$ cat config.mk
export PLATFORM = sky130hd
export DESIGN_NAME = balanced_digit_decompose_flat
export DESIGN_NICKNAME = d
export VERILOG_FILES = /design/src/sv/bdd_pkg.sv /design/src/sv/bdd_if.sv /design/src/sv/bdd_plan.sv /design/src/sv/balanced_digit_decompose.sv /design/src/flat_wrapper.sv
export SDC_FILE = /design/constraint.sdc
export NUM_CORES = 2
export LEC_CHECK = 0
export BUFFER_PORTS_ARGS = -buffer_cell sky130_fd_sc_hd__buf_2
export CAP_MARGIN = 10
export CORE_ASPECT_RATIO = 0.75
export CORE_MARGIN = 5
export CORE_UTILIZATION = 45
export DETAILED_ROUTE_END_ITERATION = 10
export PLACE_DENSITY = 0.59
export RECOVER_POWER = 25
export SETUP_SLACK_MARGIN = 0.15
export SYNTH_ARGS = -nofsm -noshare
export SYNTH_HDL_FRONTEND = slang
export SYNTH_SLANG_ARGS = --single-unit
$ cat constraint.sdc
create_clock -name clock -period 21.2 [get_ports clock]
set_input_delay 2.12 -clock clock [delete_from_list [all_inputs] [get_ports clock]]
set_output_delay 2.12 -clock clock [all_outputs]
set_load 0.01 [all_outputs]
$ cat src/sv/bdd_pkg.sv
`timescale 1ns / 1ps
// Shared types and constants of the balanced digit decomposer.
// No dependencies; every other SystemVerilog file imports this package.
package bdd_pkg;

   localparam int COEF_W    = 64;
   localparam int VAL_W     = 64;
   localparam int IDX_W     = 4;
   localparam int DB_W      = 6;
   localparam int LC_W      = 5;
   localparam int OFS_W     = 9;
   localparam int CSR_AW    = 4;
   localparam int CSR_DW    = 32;
   localparam int POS_W     = 9;
   localparam int LIM_W     = 7;
   localparam int LSB_W     = 10;
   localparam int SPAN_W    = 11;
   localparam int Y_W       = 126;
   localparam int TORUS_LSB = 63;

   localparam logic [DB_W-1:0]        DB_RESET  = 6'd16;
   localparam logic [LC_W-1:0]        LC_RESET  = 5'd4;
   localparam logic signed [OFS_W-1:0] OFS_RESET = 9'sd0;

   typedef enum logic [1:0] {
      REG_DIGIT_BITS   = 2'd0,
      REG_LIMB_COUNT   = 2'd1,
      REG_SCALE_SHIFT  = 2'd2,
      REG_INTEGER_MODE = 2'd3
   } reg_index_type;

   typedef struct packed {
      logic [DB_W-1:0]         digit_bits;
      logic signed [OFS_W-1:0] scale_shift;
      logic                    integer_mode;
   } plan_cfg_type;

   typedef struct packed {
      logic              ready;
      logic              active;
      logic [DB_W-1:0]   kb;
      logic [DB_W-1:0]   k;
      logic [POS_W-1:0]  last;
      logic [POS_W-1:0]  pos0;
      logic [LIM_W-1:0]  lim;
      logic [VAL_W-1:0]  carry;
      logic [VAL_W-1:0]  dmask;
      logic [VAL_W-1:0]  top;
   } plan_type;

endpackage

$ cat src/sv/bdd_if.sv
`timescale 1ns / 1ps
// Valid/ready channel interfaces for coefficient requests and limb responses.
// Depends on bdd_pkg for field widths.
interface bdd_req_if import bdd_pkg::*; ();
   logic                     valid;
   logic                     ready;
   logic signed [COEF_W-1:0] coefficient;
   logic                     last_coefficient;

   modport source (output valid, output coefficient, output last_coefficient, input ready);
   modport sink (input valid, input coefficient, input last_coefficient, output ready);
endinterface

interface bdd_rsp_if import bdd_pkg::*; ();
   logic                    valid;
   logic                    ready;
   logic [IDX_W-1:0]        limb_index;
   logic signed [VAL_W-1:0] limb_value;
   logic                    last_limb;
   logic                    end_of_polynomial;

   modport source (output valid, output limb_index, output limb_value, output last_limb,
                   output end_of_polynomial, input ready);
   modport sink (input valid, input limb_index, input limb_value, input last_limb,
                 input end_of_polynomial, output ready);
endinterface

$ cat src/sv/bdd_plan.sv
`timescale 1ns / 1ps
// Setup sequencer: derives digit layout and carry mask from the configuration
// with a restoring divide and a doubling mask build. Depends on bdd_pkg.
module bdd_plan import bdd_pkg::*; (
   input  logic         clock,
   input  logic         reset,
   input  logic         start,
   input  plan_cfg_type cfg,
   output plan_type     plan
);

   typedef enum logic [3:0] {
      ST_LOAD  = 4'b0001,
      ST_DIV   = 4'b0010,
      ST_MASK  = 4'b0100,
      ST_READY = 4'b1000
   } plan_state_type;

   localparam logic [3:0] DIV_LAST  = 4'(POS_W - 1);
   localparam logic [3:0] MASK_LAST = 4'd5;

   plan_state_type     state_ff, state_in;
   logic [3:0]         step_ff, step_in;
   logic [DB_W-1:0]    kb_ff, kb_in;
   logic               active_ff, active_in;
   logic [POS_W-1:0]   n_ff, n_in;
   logic [POS_W-1:0]   num_ff, num_in;
   logic [DB_W-1:0]    rem_ff, rem_in;
   logic [POS_W-1:0]   quo_ff, quo_in;
   logic [SPAN_W-1:0]  span_ff, span_in;
   logic [VAL_W-1:0]   mask_ff, mask_in;
   logic [VAL_W-1:0]   dmask_ff, dmask_in;

   logic [DB_W-1:0]         kb_eff;
   logic signed [LSB_W-1:0] lsb;
   logic [DB_W:0]           trial;
   logic [DB_W:0]           diff;
   logic                    ge;
   logic [DB_W-1:0]         rem_next;
   logic [DB_W-1:0]         kk;

   assign kb_eff   = (cfg.digit_bits == '0) ? DB_W'(1) : cfg.digit_bits;
   assign lsb      = cfg.integer_mode ? LSB_W'(cfg.scale_shift)
                                      : LSB_W'(cfg.scale_shift) + LSB_W'(TORUS_LSB);
   assign trial    = {rem_ff, num_ff[POS_W-1]};
   assign diff     = trial - {1'b0, kb_ff};
   assign ge       = trial >= {1'b0, kb_ff};
   assign rem_next = ge ? diff[DB_W-1:0] : trial[DB_W-1:0];
   assign kk       = kb_ff - DB_W'(1) - rem_ff;

   always_comb begin
      state_in  = state_ff;
      step_in   = step_ff;
      kb_in     = kb_ff;
      active_in = active_ff;
      n_in      = n_ff;
      num_in    = num_ff;
      rem_in    = rem_ff;
      quo_in    = quo_ff;
      span_in   = span_ff;
      mask_in   = mask_ff;
      dmask_in  = dmask_ff;
      case (state_ff)
         ST_LOAD: begin
            kb_in     = kb_eff;
            active_in = lsb > 0;
            n_in      = (lsb > 0) ? POS_W'(lsb - 1) : '0;
            num_in    = (lsb > 0) ? POS_W'(lsb - 1) : '0;
            rem_in    = '0;
            quo_in    = '0;
            step_in   = '0;
            dmask_in  = ~({VAL_W{1'b1}} << kb_eff);
            state_in  = ST_DIV;
         end
         ST_DIV: begin
            rem_in  = rem_next;
            quo_in  = {quo_ff[POS_W-2:0], ge};
            num_in  = {num_ff[POS_W-2:0], 1'b0};
            step_in = step_ff + 4'd1;
            if (step_ff == DIV_LAST) begin
               step_in  = '0;
               mask_in  = VAL_W'(1) << rem_next;
               span_in  = SPAN_W'(kb_ff);
               state_in = ST_MASK;
            end
         end
         ST_MASK: begin
            mask_in = mask_ff | (mask_ff << span_ff);
            span_in = span_ff << 1;
            step_in = step_ff + 4'd1;
            if (step_ff == MASK_LAST) begin
               state_in = ST_READY;
            end
         end
         ST_READY: begin
            state_in = ST_READY;
         end
         default: begin
            state_in = ST_LOAD;
         end
      endcase
      if (start) begin
         state_in = ST_LOAD;
      end
   end

   always_ff @(posedge clock) begin
      if (reset) begin
         state_ff <= ST_LOAD;
         step_ff  <= '0;
      end else begin
         state_ff <= state_in;
         step_ff  <= step_in;
      end
      kb_ff     <= kb_in;
      active_ff <= active_in;
      n_ff      <= n_in;
      num_ff    <= num_in;
      rem_ff    <= rem_in;
      quo_ff    <= quo_in;
      span_ff   <= span_in;
      mask_ff   <= mask_in;
      dmask_ff  <= dmask_in;
   end

   assign plan.ready  = state_ff == ST_READY;
   assign plan.active = active_ff;
   assign plan.kb     = kb_ff;
   assign plan.k      = kk;
   assign plan.last   = quo_ff + POS_W'(1);
   assign plan.pos0   = n_ff - POS_W'(rem_ff);
   assign plan.lim    = LIM_W'(TORUS_LSB) + LIM_W'(kk);
   assign plan.carry  = mask_ff;
   assign plan.dmask  = dmask_ff;
   assign plan.top    = dmask_ff ^ (dmask_ff >> 1);

endmodule

$ cat src/sv/balanced_digit_decompose.sv
`timescale 1ns / 1ps
// Balanced base-2^digit_bits decomposition of signed coefficients into limbs.
// Depends on bdd_pkg, bdd_if (bdd_req_if, bdd_rsp_if) and bdd_plan.
//
// Each accepted coefficient yields max(1, min(limb_count, MAX_LIMBS)) limb
// transactions, most significant limb first, one per cycle from the result
// register while rsp_chan.ready is high (4 limbs at the reset configuration, 1
// when limb_count is 1). A coefficient passes a magnitude register and a recode
// register before its limbs are sliced out into the result register. A new
// coefficient is taken while the previous one is still emitting. After reset and
// after every CSR write the setup sequencer runs a 9-step restoring divide,
// then a 6-step carry-mask build, and req_chan.ready stays low meanwhile; CSR
// writes are taken at all times. Registers: digit_bits at 0x0, limb_count at
// 0x4, scale_shift at 0x8, integer_mode at 0xC.
module balanced_digit_decompose import bdd_pkg::*; #(
   parameter int MAX_LIMBS = 16
) (
   input  logic              clock,
   input  logic              reset,
   bdd_req_if.sink           req_chan,
   bdd_rsp_if.source         rsp_chan,
   input  logic              csr_psel,
   input  logic              csr_penable,
   input  logic              csr_pwrite,
   input  logic [CSR_AW-1:0] csr_paddr,
   input  logic [CSR_DW-1:0] csr_pwdata,
   output logic [CSR_DW-1:0] csr_prdata,
   output logic              csr_pready
);

   localparam int CNT_W = (MAX_LIMBS > 1) ? $clog2(MAX_LIMBS) : 1;

   logic [DB_W-1:0]         db_ff;
   logic [LC_W-1:0]         lc_ff;
   logic signed [OFS_W-1:0] ofs_ff;
   logic                    mode_ff;
   logic                    csr_write;
   reg_index_type           csr_index;

   plan_cfg_type plan_cfg;
   plan_type     plan;

   logic [CNT_W-1:0] nl_last;

   logic             s1_valid_ff, s1_valid_in;
   logic             s1_neg_ff;
   logic             s1_eop_ff;
   logic [VAL_W-1:0] s1_mag_ff;

   logic             s2_valid_ff, s2_valid_in;
   logic             s2_neg_ff;
   logic             s2_eop_ff;
   logic [Y_W-1:0]   s2_y_ff;
   logic [CNT_W-1:0] s2_limb_ff, s2_limb_in;
   logic [POS_W-1:0] s2_pos_ff, s2_pos_in;

   logic             rsp_valid_ff, rsp_valid_in;
   logic [IDX_W-1:0] rsp_idx_ff;
   logic [VAL_W-1:0] rsp_val_ff;
   logic             rsp_last_ff;
   logic             rsp_eop_ff;

   logic             s1_take, s2_take, s2_done, rsp_load, s2_is_last;
   logic [VAL_W-1:0] halved, recoded;
   logic [Y_W-1:0]   y_in;
   logic [Y_W-1:0]   shifted;
   logic [VAL_W-1:0] raw, ext, limb_val;
   logic             in_range;

   assign csr_pready = 1'b1;
   assign csr_write  = csr_psel & csr_penable & csr_pwrite & csr_pready;
   assign csr_index  = reg_index_type'(csr_paddr[3:2]);

   always_ff @(posedge clock) begin
      if (reset) begin
         db_ff   <= DB_RESET;
         lc_ff   <= LC_RESET;
         ofs_ff  <= OFS_RESET;
         mode_ff <= 1'b0;
      end else if (csr_write) begin
         case (csr_index)
            REG_DIGIT_BITS:   db_ff   <= csr_pwdata[DB_W-1:0];
            REG_LIMB_COUNT:   lc_ff   <= csr_pwdata[LC_W-1:0];
            REG_SCALE_SHIFT:  ofs_ff  <= csr_pwdata[OFS_W-1:0];
            REG_INTEGER_MODE: mode_ff <= csr_pwdata[0];
            default: begin
               db_ff <= db_ff;
            end
         endcase
      end
   end

   always_comb begin
      case (csr_index)
         REG_DIGIT_BITS:   csr_prdata = CSR_DW'(db_ff);
         REG_LIMB_COUNT:   csr_prdata = CSR_DW'(lc_ff);
         REG_SCALE_SHIFT:  csr_prdata = CSR_DW'(ofs_ff);
         REG_INTEGER_MODE: csr_prdata = CSR_DW'(mode_ff);
         default:          csr_prdata = '0;
      endcase
   end

   assign plan_cfg.digit_bits   = db_ff;
   assign plan_cfg.scale_shift  = ofs_ff;
   assign plan_cfg.integer_mode = mode_ff;

   bdd_plan u_plan (
      .clock (clock),
      .reset (reset),
      .start (csr_write),
      .cfg   (plan_cfg),
      .plan  (plan)
   );

   always_comb begin
      if (lc_ff == '0) begin
         nl_last = '0;
      end else if (int'(lc_ff) > MAX_LIMBS) begin
         nl_last = CNT_W'(MAX_LIMBS - 1);
      end else begin
         nl_last = CNT_W'(lc_ff - LC_W'(1));
      end
   end

   // Handshake and stage movement
   assign rsp_load   = !rsp_valid_ff || rsp_chan.ready;
   assign s2_is_last = s2_limb_ff == nl_last;
   assign s2_done    = s2_valid_ff && rsp_load && s2_is_last;
   assign s2_take    = s1_valid_ff && (!s2_valid_ff || s2_done);
   assign req_chan.ready = plan.ready && (!s1_valid_ff || s2_take);
   assign s1_take    = req_chan.valid && req_chan.ready;

   assign s1_valid_in  = s1_take ? 1'b1 : (s2_take ? 1'b0 : s1_valid_ff);
   assign s2_valid_in  = s2_take ? 1'b1 : (s2_done ? 1'b0 : s2_valid_ff);
   assign rsp_valid_in = rsp_load ? s2_valid_ff : rsp_valid_ff;

   // Recode: halve in torus mode, then add and xor the carry mask
   assign halved  = plan_cfg.integer_mode ? s1_mag_ff : (s1_mag_ff >> 1);
   assign recoded = (halved + plan.carry) ^ plan.carry;
   assign y_in    = Y_W'(recoded) << plan.k;

   always_comb begin
      s2_limb_in = s2_limb_ff;
      s2_pos_in  = s2_pos_ff;
      if (s2_take) begin
         s2_limb_in = '0;
         s2_pos_in  = plan.pos0;
      end else if (s2_valid_ff && rsp_load) begin
         s2_limb_in = s2_limb_ff + CNT_W'(1);
         s2_pos_in  = s2_pos_ff - POS_W'(plan.kb);
      end
   end

   // Slice the current limb
   assign shifted  = s2_y_ff >> s2_pos_ff[LIM_W-1:0];
   assign raw      = shifted[VAL_W-1:0] & plan.dmask;
   assign ext      = (|(raw & plan.top)) ? (raw | ~plan.dmask) : raw;
   assign in_range = plan.active && (POS_W'(s2_limb_ff) < plan.last)
                     && (POS_W'(plan.lim) > s2_pos_ff);
   assign limb_val = in_range ? (s2_neg_ff ? -ext : ext) : '0;

   always_ff @(posedge clock) begin
      if (reset) begin
         s1_valid_ff  <= 1'b0;
         s2_valid_ff  <= 1'b0;
         rsp_valid_ff <= 1'b0;
         s2_limb_ff   <= '0;
         s2_pos_ff    <= '0;
      end else begin
         s1_valid_ff  <= s1_valid_in;
         s2_valid_ff  <= s2_valid_in;
         rsp_valid_ff <= rsp_valid_in;
         s2_limb_ff   <= s2_limb_in;
         s2_pos_ff    <= s2_pos_in;
      end
      if (s1_take) begin
         s1_neg_ff <= req_chan.coefficient[COEF_W-1];
         s1_mag_ff <= req_chan.coefficient[COEF_W-1] ? VAL_W'(-req_chan.coefficient)
                                                     : VAL_W'(req_chan.coefficient);
         s1_eop_ff <= req_chan.last_coefficient;
      end
      if (s2_take) begin
         s2_neg_ff <= s1_neg_ff;
         s2_eop_ff <= s1_eop_ff;
         s2_y_ff   <= y_in;
      end
      if (rsp_load && s2_valid_ff) begin
         rsp_idx_ff  <= IDX_W'(s2_limb_ff);
         rsp_val_ff  <= limb_val;
         rsp_last_ff <= s2_is_last;
         rsp_eop_ff  <= s2_is_last && s2_eop_ff;
      end
   end

   assign rsp_chan.valid             = rsp_valid_ff;
   assign rsp_chan.limb_index        = rsp_idx_ff;
   assign rsp_chan.limb_value        = rsp_val_ff;
   assign rsp_chan.last_limb         = rsp_last_ff;
   assign rsp_chan.end_of_polynomial = rsp_eop_ff;

   a_cfg_write_blocks_req: assert property (@(posedge clock) disable iff (reset)
      csr_write |=> !req_chan.ready)
      else $error("request accepted while setup sequencer restarts");

   a_req_lands_in_s1: assert property (@(posedge clock) disable iff (reset)
      (req_chan.valid && req_chan.ready) |=> s1_valid_ff)
      else $error("accepted transaction lost before magnitude stage");

   a_limbs_contiguous: assert property (@(posedge clock) disable iff (reset)
      (rsp_chan.valid && rsp_chan.ready && !rsp_chan.last_limb) |=> rsp_chan.valid)
      else $error("gap between limbs of one coefficient");

endmodule

$ cat src/flat_wrapper.sv
// flat-port wrapper written by rule: the top's interface ports become plain ports
module balanced_digit_decompose_flat import bdd_pkg::*;
#(
   parameter int MAX_LIMBS = 16
)
  (clock, reset, csr_psel, csr_penable, csr_pwrite, csr_paddr, csr_pwdata, csr_prdata, csr_pready, req_chan_valid, req_chan_coefficient, req_chan_last_coefficient, req_chan_ready, rsp_chan_valid, rsp_chan_limb_index, rsp_chan_limb_value, rsp_chan_last_limb, rsp_chan_end_of_polynomial, rsp_chan_ready);
  bdd_req_if req_chan_i ();
  bdd_rsp_if rsp_chan_i ();
  input  logic clock;
  input  logic reset;
  input  logic csr_psel;
  input  logic csr_penable;
  input  logic csr_pwrite;
  input  logic [CSR_AW-1:0] csr_paddr;
  input  logic [CSR_DW-1:0] csr_pwdata;
  output logic [CSR_DW-1:0] csr_prdata;
  output logic csr_pready;
  input wire logic [$bits(req_chan_i.valid)-1:0] req_chan_valid;
  input wire logic [$bits(req_chan_i.coefficient)-1:0] req_chan_coefficient;
  input wire logic [$bits(req_chan_i.last_coefficient)-1:0] req_chan_last_coefficient;
  output wire logic [$bits(req_chan_i.ready)-1:0] req_chan_ready;
  output wire logic [$bits(rsp_chan_i.valid)-1:0] rsp_chan_valid;
  output wire logic [$bits(rsp_chan_i.limb_index)-1:0] rsp_chan_limb_index;
  output wire logic [$bits(rsp_chan_i.limb_value)-1:0] rsp_chan_limb_value;
  output wire logic [$bits(rsp_chan_i.last_limb)-1:0] rsp_chan_last_limb;
  output wire logic [$bits(rsp_chan_i.end_of_polynomial)-1:0] rsp_chan_end_of_polynomial;
  input wire logic [$bits(rsp_chan_i.ready)-1:0] rsp_chan_ready;
  assign req_chan_i.valid = req_chan_valid;
  assign req_chan_i.coefficient = req_chan_coefficient;
  assign req_chan_i.last_coefficient = req_chan_last_coefficient;
  assign req_chan_ready = req_chan_i.ready;
  assign rsp_chan_valid = rsp_chan_i.valid;
  assign rsp_chan_limb_index = rsp_chan_i.limb_index;
  assign rsp_chan_limb_value = rsp_chan_i.limb_value;
  assign rsp_chan_last_limb = rsp_chan_i.last_limb;
  assign rsp_chan_end_of_polynomial = rsp_chan_i.end_of_polynomial;
  assign rsp_chan_i.ready = rsp_chan_ready;
  balanced_digit_decompose #(.MAX_LIMBS(MAX_LIMBS)) u_core (.clock(clock), .reset(reset), .req_chan(req_chan_i), .rsp_chan(rsp_chan_i), .csr_psel(csr_psel), .csr_penable(csr_penable), .csr_pwrite(csr_pwrite), .csr_paddr(csr_paddr), .csr_pwdata(csr_pwdata), .csr_prdata(csr_prdata), .csr_pready(csr_pready));
endmodule
# Word-level counts from Yosys, hierarchy flattened
# Index checks and enable logic that the tools add are counted.
# totals
out_inout_bits	105
regBits	488
wordCells	139
# classes
add_sub_neg	15
bitwise	10
reduce_logical	32
magnitude_cmp	5
n_mux	29
shift	5
n_eq_ne	12
# ops
operator	count
2-to-1 mux 64 bit	4
AND 64 bit	2
negator 64 bit	2
inverter 64 bit	2
bitwise OR 64 bit	2
case mux 32 bit (4 select lines)	1
case mux 64 bit (2 select lines)	1
<< shifter 64 x 6 -> 126 bit	1
>> shifter 126 x 7 -> 64 bit	1
adder 64 bit	1
OR reduction 64 bit	1
<< shifter 1 x 6 -> 64 bit (first input constant)	1
<< shifter 64 x 11 -> 64 bit	1
<< shifter 64 x 6 -> 64 bit (first input constant)	1
bitwise XOR 64 x 63 -> 64 bit	1
bitwise XOR 64 bit	1
2-to-1 mux 63 bit	1
case mux 9 bit (2 select lines)	2
2-to-1 mux 9 bit	3
case mux 11 bit (2 select lines)	1
2-to-1 mux 4 bit	5
subtractor 9 x 6 -> 9 bit	2
case mux 4 bit (4 select lines)	1
2-to-1 mux 6 bit	2
other kinds (37)	68

# Depth between registers and ports, before layout
# depth
word_depth	11
ltp_mapped	31
mapped_depth_nobuf	20

# Cells and area by module
# A second synthesis with hierarchy kept.
# hier_totals
cells_unflattened	5941
hier_area_um2	52429.0
# by_module_without_submodules
module	cells_each	instances	area_per_inst_um2	seq_area_each_um2
balanced_digit_decompose	4591	1	38789.7	8668.3
bdd_plan	1350	1	13639.3	5475.3

# Worst setup path after synthesis
# No wires, ideal clock.
# synth_path
kind	input -> register
startpoint	input port rsp_chan_ready
endpoint	register u_core.s2_pos_ff[6]
t_required_ns	21.072
path_slack_ns	14.005
n_path_buf	2
stages	8
t_arrival_ns	7.068
setup_time_ns	0.128
cell_sequence	nand2b_1 > a21oi_1 > nor2b_1 > clkbuf_1 > clkbuf_1 > o21ai_0 > a22oi_1 > nor2_1
# synth_between
elab_chain_cells	6
# synth_lines
item	line_no	text
start, declared	flat_wrapper.sv:27	input wire logic [$bits(rsp_chan_i.ready)-1:0] rsp_chan_ready;
logical OR 1 bit (*)	balanced_digit_decompose.sv:126	assign rsp_load = !rsp_valid_ff || rsp_chan.ready;
logical AND 1 bit (*) (2 in series)	balanced_digit_decompose.sv:128	assign s2_done = s2_valid_ff && rsp_load && s2_is_last;
logical OR 1 bit (*)	balanced_digit_decompose.sv:129	assign s2_take = s1_valid_ff && (!s2_valid_ff || s2_done);
logical AND 1 bit (*)	balanced_digit_decompose.sv:129	
net u_core.s2_take	balanced_digit_decompose.sv:63	logic s1_take, s2_take, s2_done, rsp_load, s2_is_last;
2-to-1 mux 9 bit / nonzero test 2 bit (equally long branches)	--	
end signal, assigned	balanced_digit_decompose.sv:174	s2_pos_ff <= s2_pos_in;
end, declared	balanced_digit_decompose.sv:55	logic [POS_W-1:0] s2_pos_ff, s2_pos_in;
# The timed path passes the listed nets; every way through them passes the cells marked *.
# A chain may end at the register's enable or synchronous reset.

# Worst setup path in the final report
# layout_path
startpoint	register u_core.s2_pos_ff[3]
endpoint	register u_core.rsp_val_ff[54] (netlist: u_core.rsp_chan.limb_value[54]) (data pin)
# layout_between
elab_chain_cells	7
# layout_lines
item	line_no	text
>> shifter 126 x 7 -> 64 bit	balanced_digit_decompose.sv:155	assign shifted = s2_y_ff >> s2_pos_ff[LIM_W-1:0];
AND 64 bit	balanced_digit_decompose.sv:156	assign raw = shifted[VAL_W-1:0] & plan.dmask;
AND 64 bit	balanced_digit_decompose.sv:157	assign ext = (|(raw & plan.top)) ? (raw | ~plan.dmask) : raw;
OR reduction 64 bit	balanced_digit_decompose.sv:157	
2-to-1 mux 64 bit	balanced_digit_decompose.sv:157	
negator 64 bit	balanced_digit_decompose.sv:160	assign limb_val = in_range ? (s2_neg_ff ? -ext : ext) : '0;
2-to-1 mux 64 bit	balanced_digit_decompose.sv:160	
end signal, assigned	balanced_digit_decompose.sv:189	rsp_val_ff <= limb_val;
end, declared	balanced_digit_decompose.sv:59	logic [VAL_W-1:0] rsp_val_ff;
# Several ways; a longest one is shown, not always the timed one.

==> impl.org <==
** Timing
- On the final layout, the worst clock skew is ~0.077 ns.
- Setup violations remaining at the end of the flow were counted as 0.
- Total Negative Setup Slacks :: 0 ns
- Static timing analysis puts the maximum clock frequency at 89.1 MHz.
- Setup repair after global routing left no endpoint under its margin.
- Counting I/O delays and the setup requirement, the final critical path takes ~11 ns.
- Number of pins with negative max-slew slack in the final report :: around 440
- Worst slew pin tran :: roughly 4.3 ns
- After layout, the worst path uses 53.0% of the clock period.
- In this run the tightest slew margin relative to its limit is -187%.
- The number of hold-slack violations in the final timing report is 0.

** Clock network
- The number of setup buffers added after CTS is 0.
- Number of levels the H-tree was split into :: 2
- The clock passes through at most 3 buffers.
- Worst-skew pair later-pin latency :: ~0.69 ns
- After clock tree synthesis, the clock-pin slew on the worst setup and hold paths is roughly 0.060 ns.
- The number of hold buffers added after CTS was 0.
- Root Buffer Master :: clkbuf_16
- Cts repair resizes :: 0
- TritonCTS built the clock tree.
- The clock drives 485 sinks.
- Num CTS Buffers :: 54

** Synth
- Proportion of synthesized flip-flops having asynchronous set or reset :: 0%
- Share of synthesized area spent on multiplexers :: between 10% and 20%
- After synthesis the netlist holds a flip-flop and latch count of 485.
- Compound-cell area share of the yosys netlist :: 23.4%
- Averaged over all synthesized cells, the footprint is roughly 8.7 um2.
- By area, the combinational part of the netlist is dominated by compound AO/OA/AOI/OAI gates.
- Counting flops with a built-in enable in the synthesized netlist gives 440.
- Library cells used by synthesis :: roughly 100
- Total standard cell area after synthesis :: 51,300 um2
- After technology mapping, the gate count stands at 5,879.
- After Yosys synthesis, XOR and XNOR cells account for under 10% of the synthesized area.
- After Yosys synthesis, full adders, half adders and majority gates account for between 2 and 3% of the synthesized area.
- Proportion of synthesized chip area in sequential cells :: between 20% and 30%
- Most frequently used flop master after synthesis :: edfxtp_1
- The synthesized netlist devotes between 10% and 20% of its cell area to simple gates.
- For this run, the number of Yosys warnings is 0.

** Critical path
- In this run the worst setup path terminates at u_core.rsp_chan.limb_value[54].
- Critical Path Source :: u_core.s2_pos_ff[3]
- Across all register-to-register paths, the minimum setup slack is 9.97 ns.
- The worst register-to-register path ends at u_core.rsp_chan.limb_value[54].
- Setup CP Type :: flop to flop
- Startpoint class of the critical path :: flop
- Largest fanout of any net on the critical path :: between 50 and 60
- STA puts the critical path data arrival time at about 12 ns.
- STA classifies the critical path endpoint as a flop.
- Worst EP required :: 21.62 ns
- Register-to-Register Path Depth :: 27
- In this run the critical register-to-register path is launched from u_core.s2_pos_ff[3].

** Floorplan
- For this configuration, the core starts out at a cell density of a little under half.
- Top-level I/O count :: about 210
- The floorplan step defined a die boundary enclosing ~120,000 um2.
- Core Rows :: approximately 110
- Horiz. Die Dim :: between 400 and 500 um
- Core Area :: about 110,000 um2
- From bottom edge to top edge, the die measures 303 um.

** Cells and area
- Fraction of layout cells with a size suffix above 1 :: around 16%
- In the final layout, flip-flops and latches occupy roughly 14,000 um2.
- Area Growth Syn to Fin :: 8.44%
- Final net count :: ~6,000
- In the final layout, the multi-input gates occupy between 30,000 and 40,000 um2.
- Count of fill cells added during filler insertion :: around 11,000

** Pwr
- IR analysis of the VDD net gives a maximum drop of 86.1 uV.
- Total Power :: 4150 uW
- Leakage power total :: around 0.019 uW
- Dividing total power by cell area gives a power density of approximately 75 nW/um2.

** GRT
- Overflow after GRT :: 0
- The first global-routing pass estimated 355,000 um of wire.
- Vias in the first global route :: roughly 47,000
- All-layer global routing usage :: 40.5%
- Initial antenna violation count :: 26
- Pin count of the biggest net entering global routing :: 164

** Detailed routing
- First drt pass iteration count :: 9
- For this block, the via count after detailed routing is around 53,000.
- Starting DRT DRC Count :: 9,151
- Vias/cell :: just over 7
- Number of design rule violations left after detail routing :: 0
- Average routed wire per standard cell :: about 34 um
- Remaining antenna violation count after routing :: 0
- Wires add up to 255,000 um.

** Placed design
- Number of buffers inserted by port buffering :: roughly 190
- Routability congestion estimate :: 1.10
- After legalization and detailed placement, the total HPWL measured 200,000 um.

** Run status
- The final reports fail on max-capacitance violations, max-slew violations.
- The flow ran to the end, but the final reports show violations.

** Worst hold path
- The worst hold path belongs to the class flop to flop.

** Job
- Max-cap viol count :: 8
## through the flow
| step | hold slack [ns] | utilization [%] | std cells | worst slack [ns] | area [um2] |
|---|---|---|---|---|---|
| 2_1_floorplan | 0.400 | - | 5880 | 14.00 | 51300 |
| 3_3_place_gp | 0.401 | 47.3 | 7285 | 10.77 | 53600 |
| 3_5_place_dp | 0.414 | 47.3 | 7285 | 10.74 | 53600 |
| 4_1_cts | 0.430 | 49.1 | 7387 | 10.67 | 55600 |
| 5_1_grt | 0.437 | 49.1 | 7394 | 9.71 | 55600 |
| 6_report | 0.426 | 49.1 | 7406 | 9.97 | 55700 |
## cells by family after synthesis
kind of cell / count (synthesis)
DFF: 485
adders and majority gates: 113
AOI/OAI and AO/OA: 1797
xor gates and xnor gates: 261
buffers and inverters: 600
and+or+nand+nor: 1899
muxes: 723
other: 1
## final cells by class
cell class	instances	share of cell area [%]
clock inverters	39	1.08
flip-flops and latches	485	25.4
well taps	1526	3.43
inverters	131	0.886
clock buffers	63	2.56
diodes	13	0.0584
repair buffers	354	3.92
multi-input cells	4795	62.7
## cell usage after synthesis, drive strengths merged (50+ instances only)
master / count / area (um2)
a21oi: 323 / 1620
nand3: 183 / 916
xor2: 88 / 771
nand4: 65 / 407
or3: 50 / 313
o31ai: 74 / 556
a31oi: 70 / 438
nor3: 123 / 616
nand2b: 68 / 425
or2: 50 / 313
a21o: 83 / 623
and2: 88 / 551
inv: 126 / 473
o211ai: 51 / 383
o22ai: 148 / 926
mux2: 208 / 2350
ha: 107 / 1340
a211oi: 78 / 591
mux2i: 332 / 3320
o21ai: 425 / 2130
buf: 146 / 863
nor2: 523 / 1960
a22oi: 85 / 638
clkbuf: 323 / 1210
xnor2: 173 / 1520
nand2: 518 / 1950
mux4: 183 / 4120
edfxtp: 440 / 13200
## worst min path at each step
stage	start	end	slack (ns)	depth (start not counted)
after floorplan	u_core.s1_eop_ff	u_core.s2_eop_ff	0.40	0
after global placement	u_core.s1_eop_ff	u_core.s2_eop_ff	0.40	0
after detailed placement	u_core.s1_eop_ff	u_core.s2_eop_ff	0.41	0
after CTS	u_core.s1_eop_ff	u_core.s2_eop_ff	0.43	0
after global routing	u_core.s1_eop_ff	u_core.s2_eop_ff	0.44	0
final	u_core.s1_eop_ff	u_core.s2_eop_ff	0.43	0
## power by group
part | leakage [uW] | switching (uW) | internal [uW]
clock | 0.000989 | 442 | 646
sequential | 0.00439 | 50.3 | 1150
combinational | 0.0140 | 1310 | 546
total | 0.0193 | 1810 | 2350
## cell usage in the layout, fill, tap and decap left out, types with 39 or more instances in the layout
| cell | n |
|---|---|
| nor2_1 | 522 |
| nand2_1 | 517 |
| edfxtp_1 | 440 |
| o21ai_0 | 421 |
| mux2i_1 | 332 |
| a21oi_1 | 323 |
| mux2_2 | 203 |
| nand3_1 | 183 |
| mux4_2 | 183 |
| buf_2 | 183 |
| xnor2_1 | 168 |
| buf_4 | 154 |
| o22ai_1 | 148 |
| nor3_1 | 121 |
| inv_1 | 117 |
| ha_1 | 106 |
| xor2_1 | 85 |
| a22oi_1 | 85 |
| a21o_1 | 83 |
| and2_1 | 75 |
| o31ai_1 | 74 |
| a211oi_1 | 74 |
| a31oi_1 | 70 |
| nand2b_1 | 66 |
| nand4_1 | 65 |
| clkbuf_16 | 54 |
| o211ai_1 | 51 |
| or3_1 | 50 |
| or2_2 | 49 |
| and3_1 | 45 |
| nor4_1 | 41 |
| nor2b_1 | 39 |
| dfxtp_1 | 39 |
## state kept, by name, indices dropped and copies added, names as in the netlist, 5 cells and up
register,count
u_core.s2_y_ff,126
u_core.rsp_chan.limb_value,64
u_core.s1_mag_ff,64
u_core.u_plan.dmask_ff,63
u_core.u_plan.mask_ff,63
u_core.u_plan.span_ff,11
u_core.ofs_ff,9
u_core.s2_pos_ff,9
u_core.u_plan.n_ff,9
u_core.u_plan.num_ff,9
u_core.u_plan.quo_ff,9
u_core.db_ff,6
u_core.u_plan.rem_ff,6
u_core.lc_ff,5
u_core.u_plan.kb_ff,5
## critical path, cell delays in order, from the launching register on
cell	delay [ns]
dfxtp_4	0.59
buf_4	0.61
buf_4	0.58
buf_4	0.68
nand2b_1	0.21
buf_4	0.28
o22ai_1	0.21
or2_2	0.44
a22o_1	0.24
nor4_1	1.12
a211oi_1	0.20
a2111oi_1	1.17
nand4_1	0.30
nor3_2	0.70
buf_4	0.37
and2_2	0.17
buf_4	0.50
nand2_1	0.10
o21ai_0	0.17
ha_1	0.28
nand2_1	0.11
nor2_1	0.21
nand4_1	0.25
a211oi_1	0.30
buf_4	0.23
nand2_1	0.20
o41ai_1	0.48
mux2i_1	0.13
## metal layers
metal / vias up / GRT usage (%) / part of all wire (%)
li1: 22592 / - / -
met1: 25969 / 60.0 / 43
met5: - / 0 / 0.098
met2: 3986 / 50.9 / 36
met3: 528 / 20.7 / 17
met4: 14 / 10.4 / 3.2
(Power assumes the default switching activity.)
